$ cat config.mk
export PLATFORM = sky130hd
export DESIGN_NAME = sync_length_crc_frame_receiver_flat
export DESIGN_NICKNAME = d
export VERILOG_FILES = /design/src/rtl/sfr_pkg.sv /design/src/rtl/sfr_ifs.sv /design/src/rtl/sync_length_crc_frame_receiver.sv /design/src/rtl/sfr_datapath.sv /design/src/rtl/sfr_ctrl.sv /design/src/flat_wrapper.sv
export SDC_FILE = /design/constraint.sdc
export NUM_CORES = 1
export LEC_CHECK = 0
export BUFFER_PORTS_ARGS = -buffer_cell sky130_fd_sc_hd__buf_2
export CAP_MARGIN = 20
export CORE_MARGIN = 2
export CORE_UTILIZATION = 40
export CTS_CLUSTER_SIZE = 25
export DETAILED_ROUTE_END_ITERATION = 12
export GPL_TIMING_DRIVEN = 0
export PLACE_DENSITY_LB_ADDON = 0.2
export SYNTH_ARGS = -nofsm -noshare
export SYNTH_HDL_FRONTEND = slang
export SYNTH_SLANG_ARGS = --single-unit
$ cat constraint.sdc
create_clock -name clk_i -period 7.7 [get_ports clk_i]
set_input_delay 0.385 -clock clk_i [delete_from_list [all_inputs] [get_ports clk_i]]
set_output_delay 0.385 -clock clk_i [all_outputs]
set_load 0.05 [all_outputs]
$ cat src/rtl/sfr_pkg.sv
// ----------------------------------------------------------------------------
// sfr_pkg
// Shared types and constants of the sync/length/CRC frame receiver: register
// indices, result kinds and the command and status bundles between the
// controller and the datapath.
// ----------------------------------------------------------------------------
package sfr_pkg;

  localparam int unsigned CfgIdxW = 2;
  localparam int unsigned CfgDataW = 16;

  localparam logic [CfgIdxW-1:0] REG_SYNC_HIGH = 2'd0;
  localparam logic [CfgIdxW-1:0] REG_SYNC_LOW  = 2'd1;
  localparam logic [CfgIdxW-1:0] REG_CRC_INIT  = 2'd2;

  localparam logic [15:0] CRC_POLY = 16'h1021;
  localparam logic [15:0] CNT_MAX  = 16'hFFFF;

  typedef enum logic [1:0] {
    EVT_DATA      = 2'd0,
    EVT_EMPTY     = 2'd1,
    EVT_CRC_ERR   = 2'd2,
    EVT_SYNC_LOSS = 2'd3
  } evt_e;

  typedef enum logic [1:0] {
    CRC_HOLD,
    CRC_SEED,
    CRC_HELD,
    CRC_RX
  } crc_op_e;

  typedef enum logic [1:0] {
    POS_HOLD,
    POS_CLR,
    POS_INC
  } pos_op_e;

  typedef enum logic [1:0] {
    OUT_NONE,
    OUT_EVT,
    OUT_DATA
  } out_op_e;

  typedef struct packed {
    crc_op_e crc_op;
    pos_op_e pos_op;
    out_op_e out_op;
    evt_e    evt_kind;
    logic    hold_byte;
    logic    clr_id;
    logic    take_id;
    logic    take_len;
    logic    wr_data;
    logic    take_crc_lo;
    logic    rd_issue;
    logic    inc_loss;
    logic    inc_crc_err;
  } cmd_t;

  typedef struct packed {
    logic hi_match;
    logic lo_match;
    logic rx_len_bad;
    logic rx_zero;
    logic len_zero;
    logic pos_last;
    logic crc_ok;
    logic out_free;
  } sts_t;

endpackage

$ cat src/rtl/sfr_ifs.sv
// ----------------------------------------------------------------------------
// sfr_ifs
// Channel interfaces of the frame receiver: received bytes, results and
// register writes, each with valid/ready handshake.
// ----------------------------------------------------------------------------
interface sfr_rx_if;
  logic       valid;
  logic       ready;
  logic [7:0] rx_byte;

  modport source (output valid, rx_byte, input ready);
  modport sink (input valid, rx_byte, output ready);
endinterface

interface sfr_res_if;
  logic        valid;
  logic        ready;
  logic [1:0]  event_kind;
  logic [7:0]  frame_id;
  logic [5:0]  frame_length;
  logic [7:0]  payload_byte;
  logic [5:0]  byte_position;
  logic        last_of_run;
  logic [15:0] sync_loss_total;
  logic [15:0] crc_error_total;

  modport source (output valid, event_kind, frame_id, frame_length, payload_byte,
                  byte_position, last_of_run, sync_loss_total, crc_error_total,
                  input ready);
  modport sink (input valid, event_kind, frame_id, frame_length, payload_byte,
                byte_position, last_of_run, sync_loss_total, crc_error_total,
                output ready);
endinterface

interface sfr_cfg_if;
  logic        valid;
  logic        ready;
  logic [1:0]  reg_index;
  logic [15:0] wr_data;

  modport source (output valid, reg_index, wr_data, input ready);
  modport sink (input valid, reg_index, wr_data, output ready);
endinterface

$ cat src/rtl/sync_length_crc_frame_receiver.sv
// ----------------------------------------------------------------------------
// sync_length_crc_frame_receiver
// Deframer for sync/id/length/payload/CRC-16 frames arriving one byte a beat.
// ----------------------------------------------------------------------------
// Usage: bytes enter on rx_i, one per beat. The block hunts for the two sync
// bytes, reads id and length, stores the payload and checks the little-endian
// CRC-16 (polynomial 0x1021) that covers sync, header and payload.
// Results leave on res_o: a good frame gives one beat per payload byte, the
// last one marked; an empty frame, a CRC mismatch or a sync loss gives a
// single beat. Registers are written on cfg_i (always ready); the user is to
// write them only while idle, which the block itself does not enforce.
// Rate: one byte is taken per cycle, except in the seed step after the second
// sync byte, since seeding the CRC needs two byte updates of the single CRC
// unit, and while results are sent. A single-beat result passes ST_EVENT into
// the output register; a payload byte passes the registered read port first.
// Reset puts the block in the sync hunt with the default registers and zeroed
// error counters. When the receiver stalls, the output register holds its
// beat; bytes keep being taken until a further result has to be produced.
// ----------------------------------------------------------------------------
module sync_length_crc_frame_receiver #(
  parameter int unsigned MAX_PAYLOAD = 63
) (
  input  logic      clk_i,
  input  logic      rst_ni,
  sfr_rx_if.sink    rx_i,
  sfr_res_if.source res_o,
  sfr_cfg_if.sink   cfg_i
);
  import sfr_pkg::*;

  cmd_t cmd;
  sts_t sts;

  assign cfg_i.ready = 1'b1;

  sfr_ctrl u_ctrl (
    .clk_i      (clk_i),
    .rst_ni     (rst_ni),
    .rx_valid_i (rx_i.valid),
    .rx_ready_o (rx_i.ready),
    .sts_i      (sts),
    .cmd_o      (cmd)
  );

  sfr_datapath #(
    .MAX_PAYLOAD (MAX_PAYLOAD)
  ) u_datapath (
    .clk_i             (clk_i),
    .rst_ni            (rst_ni),
    .cmd_i             (cmd),
    .sts_o             (sts),
    .rx_byte_i         (rx_i.rx_byte),
    .cfg_valid_i       (cfg_i.valid),
    .cfg_index_i       (cfg_i.reg_index),
    .cfg_data_i        (cfg_i.wr_data),
    .res_ready_i       (res_o.ready),
    .res_valid_o       (res_o.valid),
    .event_kind_o      (res_o.event_kind),
    .frame_id_o        (res_o.frame_id),
    .frame_length_o    (res_o.frame_length),
    .payload_byte_o    (res_o.payload_byte),
    .byte_position_o   (res_o.byte_position),
    .last_of_run_o     (res_o.last_of_run),
    .sync_loss_total_o (res_o.sync_loss_total),
    .crc_error_total_o (res_o.crc_error_total)
  );

endmodule

$ cat src/rtl/sfr_datapath.sv
// ----------------------------------------------------------------------------
// sfr_datapath
// Configuration registers, CRC register, header fields, payload store, error
// counters and the output register of the frame receiver.
// ----------------------------------------------------------------------------
module sfr_datapath #(
  parameter int unsigned MAX_PAYLOAD = 63
) (
  input  logic                          clk_i,
  input  logic                          rst_ni,
  input  sfr_pkg::cmd_t                 cmd_i,
  output sfr_pkg::sts_t                 sts_o,
  input  logic [7:0]                    rx_byte_i,
  input  logic                          cfg_valid_i,
  input  logic [sfr_pkg::CfgIdxW-1:0]   cfg_index_i,
  input  logic [sfr_pkg::CfgDataW-1:0]  cfg_data_i,
  input  logic                          res_ready_i,
  output logic                          res_valid_o,
  output logic [1:0]                    event_kind_o,
  output logic [7:0]                    frame_id_o,
  output logic [5:0]                    frame_length_o,
  output logic [7:0]                    payload_byte_o,
  output logic [5:0]                    byte_position_o,
  output logic                          last_of_run_o,
  output logic [15:0]                   sync_loss_total_o,
  output logic [15:0]                   crc_error_total_o
);
  import sfr_pkg::*;

  localparam int unsigned AddrW = (MAX_PAYLOAD > 1) ? $clog2(MAX_PAYLOAD) : 1;

  // One byte into the CRC, MSB first: eight shift steps on a 16-bit value.
  function automatic logic [15:0] crc_feed(input logic [15:0] crc, input logic [7:0] b);
    logic [15:0] c;
    c = crc ^ {b, 8'h00};
    for (int i = 0; i < 8; i++) begin
      c = c[15] ? ((c << 1) ^ CRC_POLY) : (c << 1);
    end
    return c;
  endfunction

  logic [7:0]  sync_hi_q, sync_lo_q;
  logic [15:0] crc_init_q;
  logic [15:0] crc_q, crc_d;
  logic [7:0]  byte_q;
  logic [7:0]  id_q;
  logic [5:0]  len_q;
  logic [5:0]  pos_q, pos_d;
  logic [7:0]  crc_lo_q;
  logic [15:0] loss_cnt_q, crc_cnt_q;
  logic [7:0]  mem_q [MAX_PAYLOAD];
  logic [7:0]  rd_data_q;
  logic [6:0]  pos_next;

  logic        out_valid_q;
  logic [1:0]  out_kind_q;
  logic [7:0]  out_id_q;
  logic [5:0]  out_len_q;
  logic [7:0]  out_data_q;
  logic [5:0]  out_pos_q;
  logic        out_last_q;
  logic [15:0] out_loss_q, out_crc_q;
  logic        out_free;

  assign pos_next = {1'b0, pos_q} + 7'd1;
  assign out_free = !out_valid_q || res_ready_i;

  assign sts_o.hi_match   = (rx_byte_i == sync_hi_q);
  assign sts_o.lo_match   = (rx_byte_i == sync_lo_q);
  assign sts_o.rx_len_bad = (rx_byte_i > 8'(MAX_PAYLOAD));
  assign sts_o.rx_zero    = (rx_byte_i == 8'd0);
  assign sts_o.len_zero   = (len_q == 6'd0);
  assign sts_o.pos_last   = (pos_next >= {1'b0, len_q});
  assign sts_o.crc_ok     = ({rx_byte_i, crc_lo_q} == crc_q);
  assign sts_o.out_free   = out_free;

  always_comb begin
    case (cmd_i.crc_op)
      CRC_SEED: crc_d = crc_feed(crc_init_q, sync_hi_q);
      CRC_HELD: crc_d = crc_feed(crc_q, byte_q);
      CRC_RX:   crc_d = crc_feed(crc_q, rx_byte_i);
      default:  crc_d = crc_q;
    endcase
  end

  always_comb begin
    case (cmd_i.pos_op)
      POS_CLR: pos_d = 6'd0;
      POS_INC: pos_d = pos_next[5:0];
      default: pos_d = pos_q;
    endcase
  end

  always_ff @(posedge clk_i or negedge rst_ni) begin
    if (!rst_ni) begin
      sync_hi_q   <= 8'hAA;
      sync_lo_q   <= 8'h55;
      crc_init_q  <= 16'hFFFF;
      crc_q       <= '0;
      id_q        <= '0;
      len_q       <= '0;
      pos_q       <= '0;
      crc_lo_q    <= '0;
      loss_cnt_q  <= '0;
      crc_cnt_q   <= '0;
      out_valid_q <= 1'b0;
    end else begin
      if (cfg_valid_i) begin
        case (cfg_index_i)
          REG_SYNC_HIGH: sync_hi_q  <= cfg_data_i[7:0];
          REG_SYNC_LOW:  sync_lo_q  <= cfg_data_i[7:0];
          REG_CRC_INIT:  crc_init_q <= cfg_data_i;
          default: ;
        endcase
      end
      crc_q <= crc_d;
      pos_q <= pos_d;
      if (cmd_i.clr_id) begin
        id_q <= '0;
      end else if (cmd_i.take_id) begin
        id_q <= rx_byte_i;
      end
      if (cmd_i.take_len) begin
        len_q <= rx_byte_i[5:0];
      end
      if (cmd_i.take_crc_lo) begin
        crc_lo_q <= rx_byte_i;
      end
      if (cmd_i.inc_loss && loss_cnt_q != CNT_MAX) begin
        loss_cnt_q <= loss_cnt_q + 16'd1;
      end
      if (cmd_i.inc_crc_err && crc_cnt_q != CNT_MAX) begin
        crc_cnt_q <= crc_cnt_q + 16'd1;
      end
      if (cmd_i.out_op != OUT_NONE) begin
        out_valid_q <= 1'b1;
      end else if (res_ready_i) begin
        out_valid_q <= 1'b0;
      end
    end
  end

  // Payload store and its registered read port.
  always_ff @(posedge clk_i) begin
    if (cmd_i.hold_byte) begin
      byte_q <= rx_byte_i;
    end
    if (cmd_i.wr_data) begin
      mem_q[pos_q[AddrW-1:0]] <= rx_byte_i;
    end
    if (cmd_i.rd_issue) begin
      rd_data_q <= mem_q[pos_q[AddrW-1:0]];
    end
  end

  // Output register payload; the counters are sampled as the result is loaded.
  always_ff @(posedge clk_i) begin
    if (cmd_i.out_op == OUT_EVT) begin
      out_kind_q <= cmd_i.evt_kind;
      out_id_q   <= id_q;
      out_len_q  <= '0;
      out_data_q <= '0;
      out_pos_q  <= '0;
      out_last_q <= 1'b1;
      out_loss_q <= loss_cnt_q;
      out_crc_q  <= crc_cnt_q;
    end else if (cmd_i.out_op == OUT_DATA) begin
      out_kind_q <= EVT_DATA;
      out_id_q   <= id_q;
      out_len_q  <= len_q;
      out_data_q <= rd_data_q;
      out_pos_q  <= pos_q;
      out_last_q <= sts_o.pos_last;
      out_loss_q <= loss_cnt_q;
      out_crc_q  <= crc_cnt_q;
    end
  end

  assign res_valid_o       = out_valid_q;
  assign event_kind_o      = out_kind_q;
  assign frame_id_o        = out_id_q;
  assign frame_length_o    = out_len_q;
  assign payload_byte_o    = out_data_q;
  assign byte_position_o   = out_pos_q;
  assign last_of_run_o     = out_last_q;
  assign sync_loss_total_o = out_loss_q;
  assign crc_error_total_o = out_crc_q;

endmodule

$ cat src/rtl/sfr_ctrl.sv
// ----------------------------------------------------------------------------
// sfr_ctrl
// Receive-phase state machine of the frame receiver. Decides per accepted
// byte what the datapath does, and sequences event and payload results.
// ----------------------------------------------------------------------------
module sfr_ctrl (
  input  logic          clk_i,
  input  logic          rst_ni,
  input  logic          rx_valid_i,
  output logic          rx_ready_o,
  input  sfr_pkg::sts_t sts_i,
  output sfr_pkg::cmd_t cmd_o
);
  import sfr_pkg::*;

  typedef enum logic [3:0] {
    ST_HUNT_HI,
    ST_HUNT_LO,
    ST_SEED,
    ST_ID,
    ST_LEN,
    ST_DATA,
    ST_CRC_LO,
    ST_CRC_HI,
    ST_EVENT,
    ST_READ,
    ST_SEND
  } state_e;

  state_e state_q, state_d;
  evt_e   evt_q, evt_d;
  logic   accept;

  always_comb begin
    case (state_q)
      ST_HUNT_HI, ST_HUNT_LO, ST_ID, ST_LEN,
      ST_DATA, ST_CRC_LO, ST_CRC_HI: rx_ready_o = 1'b1;
      default:                       rx_ready_o = 1'b0;
    endcase
  end

  assign accept = rx_valid_i && rx_ready_o;

  always_comb begin
    state_d = state_q;
    evt_d   = evt_q;
    cmd_o   = '{crc_op: CRC_HOLD, pos_op: POS_HOLD, out_op: OUT_NONE,
                evt_kind: evt_q, default: 1'b0};
    case (state_q)
      ST_HUNT_HI: begin
        if (accept && sts_i.hi_match) begin
          state_d = ST_HUNT_LO;
        end
      end
      ST_HUNT_LO: begin
        if (accept) begin
          if (sts_i.lo_match) begin
            cmd_o.crc_op    = CRC_SEED;
            cmd_o.hold_byte = 1'b1;
            cmd_o.clr_id    = 1'b1;
            cmd_o.pos_op    = POS_CLR;
            state_d         = ST_SEED;
          end else if (!sts_i.hi_match) begin
            // A sync loss before any id has been read reports id zero.
            cmd_o.clr_id   = 1'b1;
            cmd_o.inc_loss = 1'b1;
            evt_d          = EVT_SYNC_LOSS;
            state_d        = ST_EVENT;
          end
        end
      end
      ST_SEED: begin
        cmd_o.crc_op = CRC_HELD;
        state_d      = ST_ID;
      end
      ST_ID: begin
        if (accept) begin
          cmd_o.take_id = 1'b1;
          cmd_o.crc_op  = CRC_RX;
          state_d       = ST_LEN;
        end
      end
      ST_LEN: begin
        if (accept) begin
          if (sts_i.rx_len_bad) begin
            cmd_o.inc_loss = 1'b1;
            evt_d          = EVT_SYNC_LOSS;
            state_d        = ST_EVENT;
          end else begin
            cmd_o.take_len = 1'b1;
            cmd_o.crc_op   = CRC_RX;
            cmd_o.pos_op   = POS_CLR;
            state_d        = sts_i.rx_zero ? ST_CRC_LO : ST_DATA;
          end
        end
      end
      ST_DATA: begin
        if (accept) begin
          cmd_o.wr_data = 1'b1;
          cmd_o.crc_op  = CRC_RX;
          if (sts_i.pos_last) begin
            cmd_o.pos_op = POS_CLR;
            state_d      = ST_CRC_LO;
          end else begin
            cmd_o.pos_op = POS_INC;
          end
        end
      end
      ST_CRC_LO: begin
        if (accept) begin
          cmd_o.take_crc_lo = 1'b1;
          state_d           = ST_CRC_HI;
        end
      end
      ST_CRC_HI: begin
        if (accept) begin
          cmd_o.pos_op = POS_CLR;
          if (!sts_i.crc_ok) begin
            cmd_o.inc_crc_err = 1'b1;
            evt_d             = EVT_CRC_ERR;
            state_d           = ST_EVENT;
          end else if (sts_i.len_zero) begin
            evt_d   = EVT_EMPTY;
            state_d = ST_EVENT;
          end else begin
            state_d = ST_READ;
          end
        end
      end
      ST_EVENT: begin
        if (sts_i.out_free) begin
          cmd_o.out_op = OUT_EVT;
          state_d      = ST_HUNT_HI;
        end
      end
      ST_READ: begin
        cmd_o.rd_issue = 1'b1;
        state_d        = ST_SEND;
      end
      ST_SEND: begin
        if (sts_i.out_free) begin
          cmd_o.out_op = OUT_DATA;
          if (sts_i.pos_last) begin
            cmd_o.pos_op = POS_CLR;
            state_d      = ST_HUNT_HI;
          end else begin
            cmd_o.pos_op = POS_INC;
            state_d      = ST_READ;
          end
        end
      end
      default: begin
        state_d = ST_HUNT_HI;
      end
    endcase
  end

  always_ff @(posedge clk_i or negedge rst_ni) begin
    if (!rst_ni) begin
      state_q <= ST_HUNT_HI;
      evt_q   <= EVT_SYNC_LOSS;
    end else begin
      state_q <= state_d;
      evt_q   <= evt_d;
    end
  end

endmodule
$ cat src/flat_wrapper.sv
// flat-port wrapper written by rule: the top's interface ports become plain ports
module sync_length_crc_frame_receiver_flat import sfr_pkg::*;
#(
  parameter int unsigned MAX_PAYLOAD = 63
)
  (clk_i, rst_ni, rx_i_valid, rx_i_rx_byte, rx_i_ready, res_o_valid, res_o_event_kind, res_o_frame_id, res_o_frame_length, res_o_payload_byte, res_o_byte_position, res_o_last_of_run, res_o_sync_loss_total, res_o_crc_error_total, res_o_ready, cfg_i_valid, cfg_i_reg_index, cfg_i_wr_data, cfg_i_ready);
  sfr_rx_if rx_i_i ();
  sfr_res_if res_o_i ();
  sfr_cfg_if cfg_i_i ();
  input  logic clk_i;
  input  logic rst_ni;
  input wire logic [$bits(rx_i_i.valid)-1:0] rx_i_valid;
  input wire logic [$bits(rx_i_i.rx_byte)-1:0] rx_i_rx_byte;
  output wire logic [$bits(rx_i_i.ready)-1:0] rx_i_ready;
  output wire logic [$bits(res_o_i.valid)-1:0] res_o_valid;
  output wire logic [$bits(res_o_i.event_kind)-1:0] res_o_event_kind;
  output wire logic [$bits(res_o_i.frame_id)-1:0] res_o_frame_id;
  output wire logic [$bits(res_o_i.frame_length)-1:0] res_o_frame_length;
  output wire logic [$bits(res_o_i.payload_byte)-1:0] res_o_payload_byte;
  output wire logic [$bits(res_o_i.byte_position)-1:0] res_o_byte_position;
  output wire logic [$bits(res_o_i.last_of_run)-1:0] res_o_last_of_run;
  output wire logic [$bits(res_o_i.sync_loss_total)-1:0] res_o_sync_loss_total;
  output wire logic [$bits(res_o_i.crc_error_total)-1:0] res_o_crc_error_total;
  input wire logic [$bits(res_o_i.ready)-1:0] res_o_ready;
  input wire logic [$bits(cfg_i_i.valid)-1:0] cfg_i_valid;
  input wire logic [$bits(cfg_i_i.reg_index)-1:0] cfg_i_reg_index;
  input wire logic [$bits(cfg_i_i.wr_data)-1:0] cfg_i_wr_data;
  output wire logic [$bits(cfg_i_i.ready)-1:0] cfg_i_ready;
  assign rx_i_i.valid = rx_i_valid;
  assign rx_i_i.rx_byte = rx_i_rx_byte;
  assign rx_i_ready = rx_i_i.ready;
  assign res_o_valid = res_o_i.valid;
  assign res_o_event_kind = res_o_i.event_kind;
  assign res_o_frame_id = res_o_i.frame_id;
  assign res_o_frame_length = res_o_i.frame_length;
  assign res_o_payload_byte = res_o_i.payload_byte;
  assign res_o_byte_position = res_o_i.byte_position;
  assign res_o_last_of_run = res_o_i.last_of_run;
  assign res_o_sync_loss_total = res_o_i.sync_loss_total;
  assign res_o_crc_error_total = res_o_i.crc_error_total;
  assign res_o_i.ready = res_o_ready;
  assign cfg_i_i.valid = cfg_i_valid;
  assign cfg_i_i.reg_index = cfg_i_reg_index;
  assign cfg_i_i.wr_data = cfg_i_wr_data;
  assign cfg_i_ready = cfg_i_i.ready;
  sync_length_crc_frame_receiver #(.MAX_PAYLOAD(MAX_PAYLOAD)) u_core (.clk_i(clk_i), .rst_ni(rst_ni), .rx_i(rx_i_i), .res_o(res_o_i), .cfg_i(cfg_i_i));
endmodule
==> out/metrics.csv <==
metric,value,unit
status,finished clean,
tightest_slew,1.25,ns
ys_ff_latch,698,
skew,0.0319,ns
finalSetupTns,0,ns
syn-num-nets,1939,
die_x,272,µm
yosysTopAreaCellShare,58.7,%
crit_start,u_core.u_datapath.pos_q[2],
grt_pass1_wl,126000,µm
final_layout_size_suffix_gt1_share,19.0,%
yosysSeqAreaShare,70.3,%
hold_slack,0.0216,ns
final_hold_viol_count,0,
numCtsBuffers,77,
endpoint,u_core.u_datapath.pos_q[2],
clkTransAtPathRegs,0.05,ns
die_h,272,µm
post-route-period-util,75.1,%
whs_path_depth,2,
drc_errors,0,
antennaDiodeCount,0,
die_area,74000,µm²
via_per_inst,5.77,
p_per_area,312,nW/µm²
grt_use_total,23.6,%
dp_cells,2955,
synth_ff_type,edfxtp_1,
final_nets,2137,
insertion_delay,0.63,ns
drtIter0Drc,2141,
cts_sinks,698,
setup_violations,0,
synthesis.area,28800,µm²
htree_levels,3,
cts_tree,built,
yosys.area.top_type,edfxtp_1,
r2r_end,u_core.u_datapath.pos_q[2],
dp_hpwl,57700,µm
r2r-start,u_core.u_datapath.pos_q[2],
synth_cell_types,68,
rsz0062_at_grt,false,
fin_ws,1.92,ns
fmax,0.173,GHz
p_leak,11.2,nW
overflow,0,
min-delay-start,cfg_i_wr_data[15],
cp-start-kind,register,
endpoint_kind,register,
final_antenna_net_count,0,
cts_buffer_depth,3,
wl,87300,µm
crit_fanout,10,
min_path_type,input pin to register,
grt_pass1_vias,17600,
arrival,6.28,ns
fin_util,46.6,%
core-area,71400,µm²
r2r_slack,1.92,ns
maxSlewHeadroom,17.0,%
dpl_worst_slack,2.10,ns
fin_area,33200,µm²
crit_type,register to register,
avgSynthCellArea,15.2,µm²
synth_area_leaders,"edfxtp_1 (59%), dfrtp_1 (7.7%), mux4_2 (3.4%)",
critPathRequiredTime,8.20,ns
synth_edf_count,562,
worstRegToRegCells,16,
initial_core_util,40.3,%
slew_viol_final,0,
place_area,30700,µm²
grt_max_degree,69,
synthToLayoutAreaGrowth,15.6,%
min_period,5.78,ns
detail_route.wl_per_cell,28.1,µm
routed-via-count,17900,
cap_violations,0,
total_power,10.4,mW
antenna_found_initial,1,
ir_worst_vdd,0.000193,V
clock-root-buffer,clkbuf_16,
firstDrtPassIters,5,
async_flop_share,16.5,%
io_buffer_count,95,
synthCells,1895,
ioPinCount,97,
rows,98,
synth-warning-count,0,
post_cts_buffers,0,
gp_congestion,0.971,
layout.cells.non_filler,3103,
metal layers:
| metal | global-route usage, % | wire (µm) | vias to the layer above | share of wire (%) |
|---|---|---|---|---|
| met5 | 0 | 12 | - | 0.014 |
| met4 | 10.0 | 3650 | 2 | 4.2 |
| met3 | 5.05 | 7970 | 193 | 9.1 |
| met2 | 37.0 | 40100 | 939 | 46 |
| met1 | 31.9 | 35600 | 9107 | 41 |
| li1 | - | - | 7658 | - |
cell usage after synthesis (12+ instances only):
library cell and n:
a221oi_1 24, a22o_1 18, buf_1 15, and3_1 13, nor2_1 186, nor2b_1 12, mux4_2 44, o21ai_0 53
nand3_1 28, a22oi_1 30, buf_2 28, dfrtp_1 89, nand4_1 17, nand2_1 84, mux2_2 80, a21oi_1 84
xor2_1 42, mux2i_1 97, edfxtp_1 562, dfstp_2 26, clkbuf_1 63, inv_1 12, xnor2_1 78, ha_1 13
o22ai_1 26, dfxtp_1 21
how the worst min path moves through the flow:
stage	end
2_1_floorplan	u_core.u_ctrl.state_q[0]
3_3_place_gp	u_core.u_datapath.frame_id_o[5]
3_5_place_dp	u_core.u_datapath.crc_q[0]
4_1_cts	u_core.u_datapath.crc_init_q[15]
5_1_grt	u_core.u_datapath.crc_init_q[15]
6_report	u_core.u_datapath.crc_init_q[15]
worst max-delay path, cell delays in order, from the launching register on:
cell	delay [ns]
dfrtp_1	0.45
buf_2	0.29
buf_2	0.42
buf_1	0.43
clkbuf_1	0.80
clkbuf_1	0.54
nand3_1	0.27
xnor2_1	0.21
ha_1	0.33
a21o_1	0.19
a211oi_1	0.33
nand2_1	0.22
a32oi_1	0.24
ha_1	0.27
clkbuf_2	0.17
nand2b_1	0.24
o21ai_0	0.25
cells by family (layout without fill, tap and decap cells):
group	count (synthesis)	in the layout	share of synthesized area [%]
adders and majority gates	13	13	0.566
muxes	221	221	9.96
other	1	1	0.0130
xor gates and xnor gates	120	120	3.66
AOI/OAI and AO/OA	313	313	7.26
buffers and inverters	125	383	1.82
and+or+nand+nor	404	404	6.44
DFF	698	698	70.3
registers in the layout (all words and copies together), names as in the netlist, 4 cells and up:
name	cells
u_core.u_datapath.payload_byte_o	8
u_core.u_datapath.mem_q	504
u_core.u_datapath.sync_hi_q	8
u_core.u_datapath.crc_init_q	16
u_core.u_datapath.crc_error_total_o	16
u_core.u_datapath.crc_lo_q	8
u_core.u_datapath.id_q	8
u_core.u_datapath.frame_length_o	6
u_core.u_datapath.byte_q	8
u_core.u_datapath.rd_data_q	8
u_core.u_datapath.sync_lo_q	8
u_core.u_datapath.crc_cnt_q	16
u_core.u_datapath.crc_q	16
u_core.u_datapath.byte_position_o	6
u_core.u_ctrl.state_q	4
u_core.u_datapath.sync_loss_total_o	16
u_core.u_datapath.loss_cnt_q	16
u_core.u_datapath.pos_q	6
u_core.u_datapath.frame_id_o	8
u_core.u_datapath.len_q	6
layout make-up:
class                   count  area [µm²]
plain buffers             111         472
clock buffers             100        2100
clock inverters            39         345
fillers                  6291       38100
inverters                  14        52.6
multi-input cells        1072        8020
flip-flops and latches    698       20200
well taps                 950        1190
repair buffers            119         835
report_power, final:
part / total [mW] / switching (mW) / internal (mW)
registers: 4.55 / 0.188 / 4.36
clock network: 3.59 / 1.50 / 2.10
logic: 2.21 / 1.41 / 0.802
total: 10.4 / 3.10 / 7.26
layout by cell type (no fill, tap or decap), drive strengths merged, types with 6 or more instances in the layout:
master and n:
o211ai 11, ha 13, inv 14, nor2 187
dlygate4sd3 8, nand4 17, buf 158, clkbuf 164
dfstp 26, o22ai 26, nand2b 10, a221oi 24
clkinv 34, xor2 42, mux2 80, xnor2 78
dfrtp 89, o221ai 6, o22a 10, and3 13
mux4 44, a21o 6, a21oi 84, a22o 18
edfxtp 562, nor4 9, nor2b 12, nand2 87
nand3b 6, or4 6, and2 9, mux2i 97
dfxtp 21, a22oi 30, nand3 28, a211oi 11
o21ai 53
repair_timing:
item / 4_1_cts / 5_1_grt
hold buffers: 8 / 0
gates resized for setup: 0 / 0
endpoints found under the hold margin: 30 / 0
Note: power is estimated with default switching activity, not from simulation.
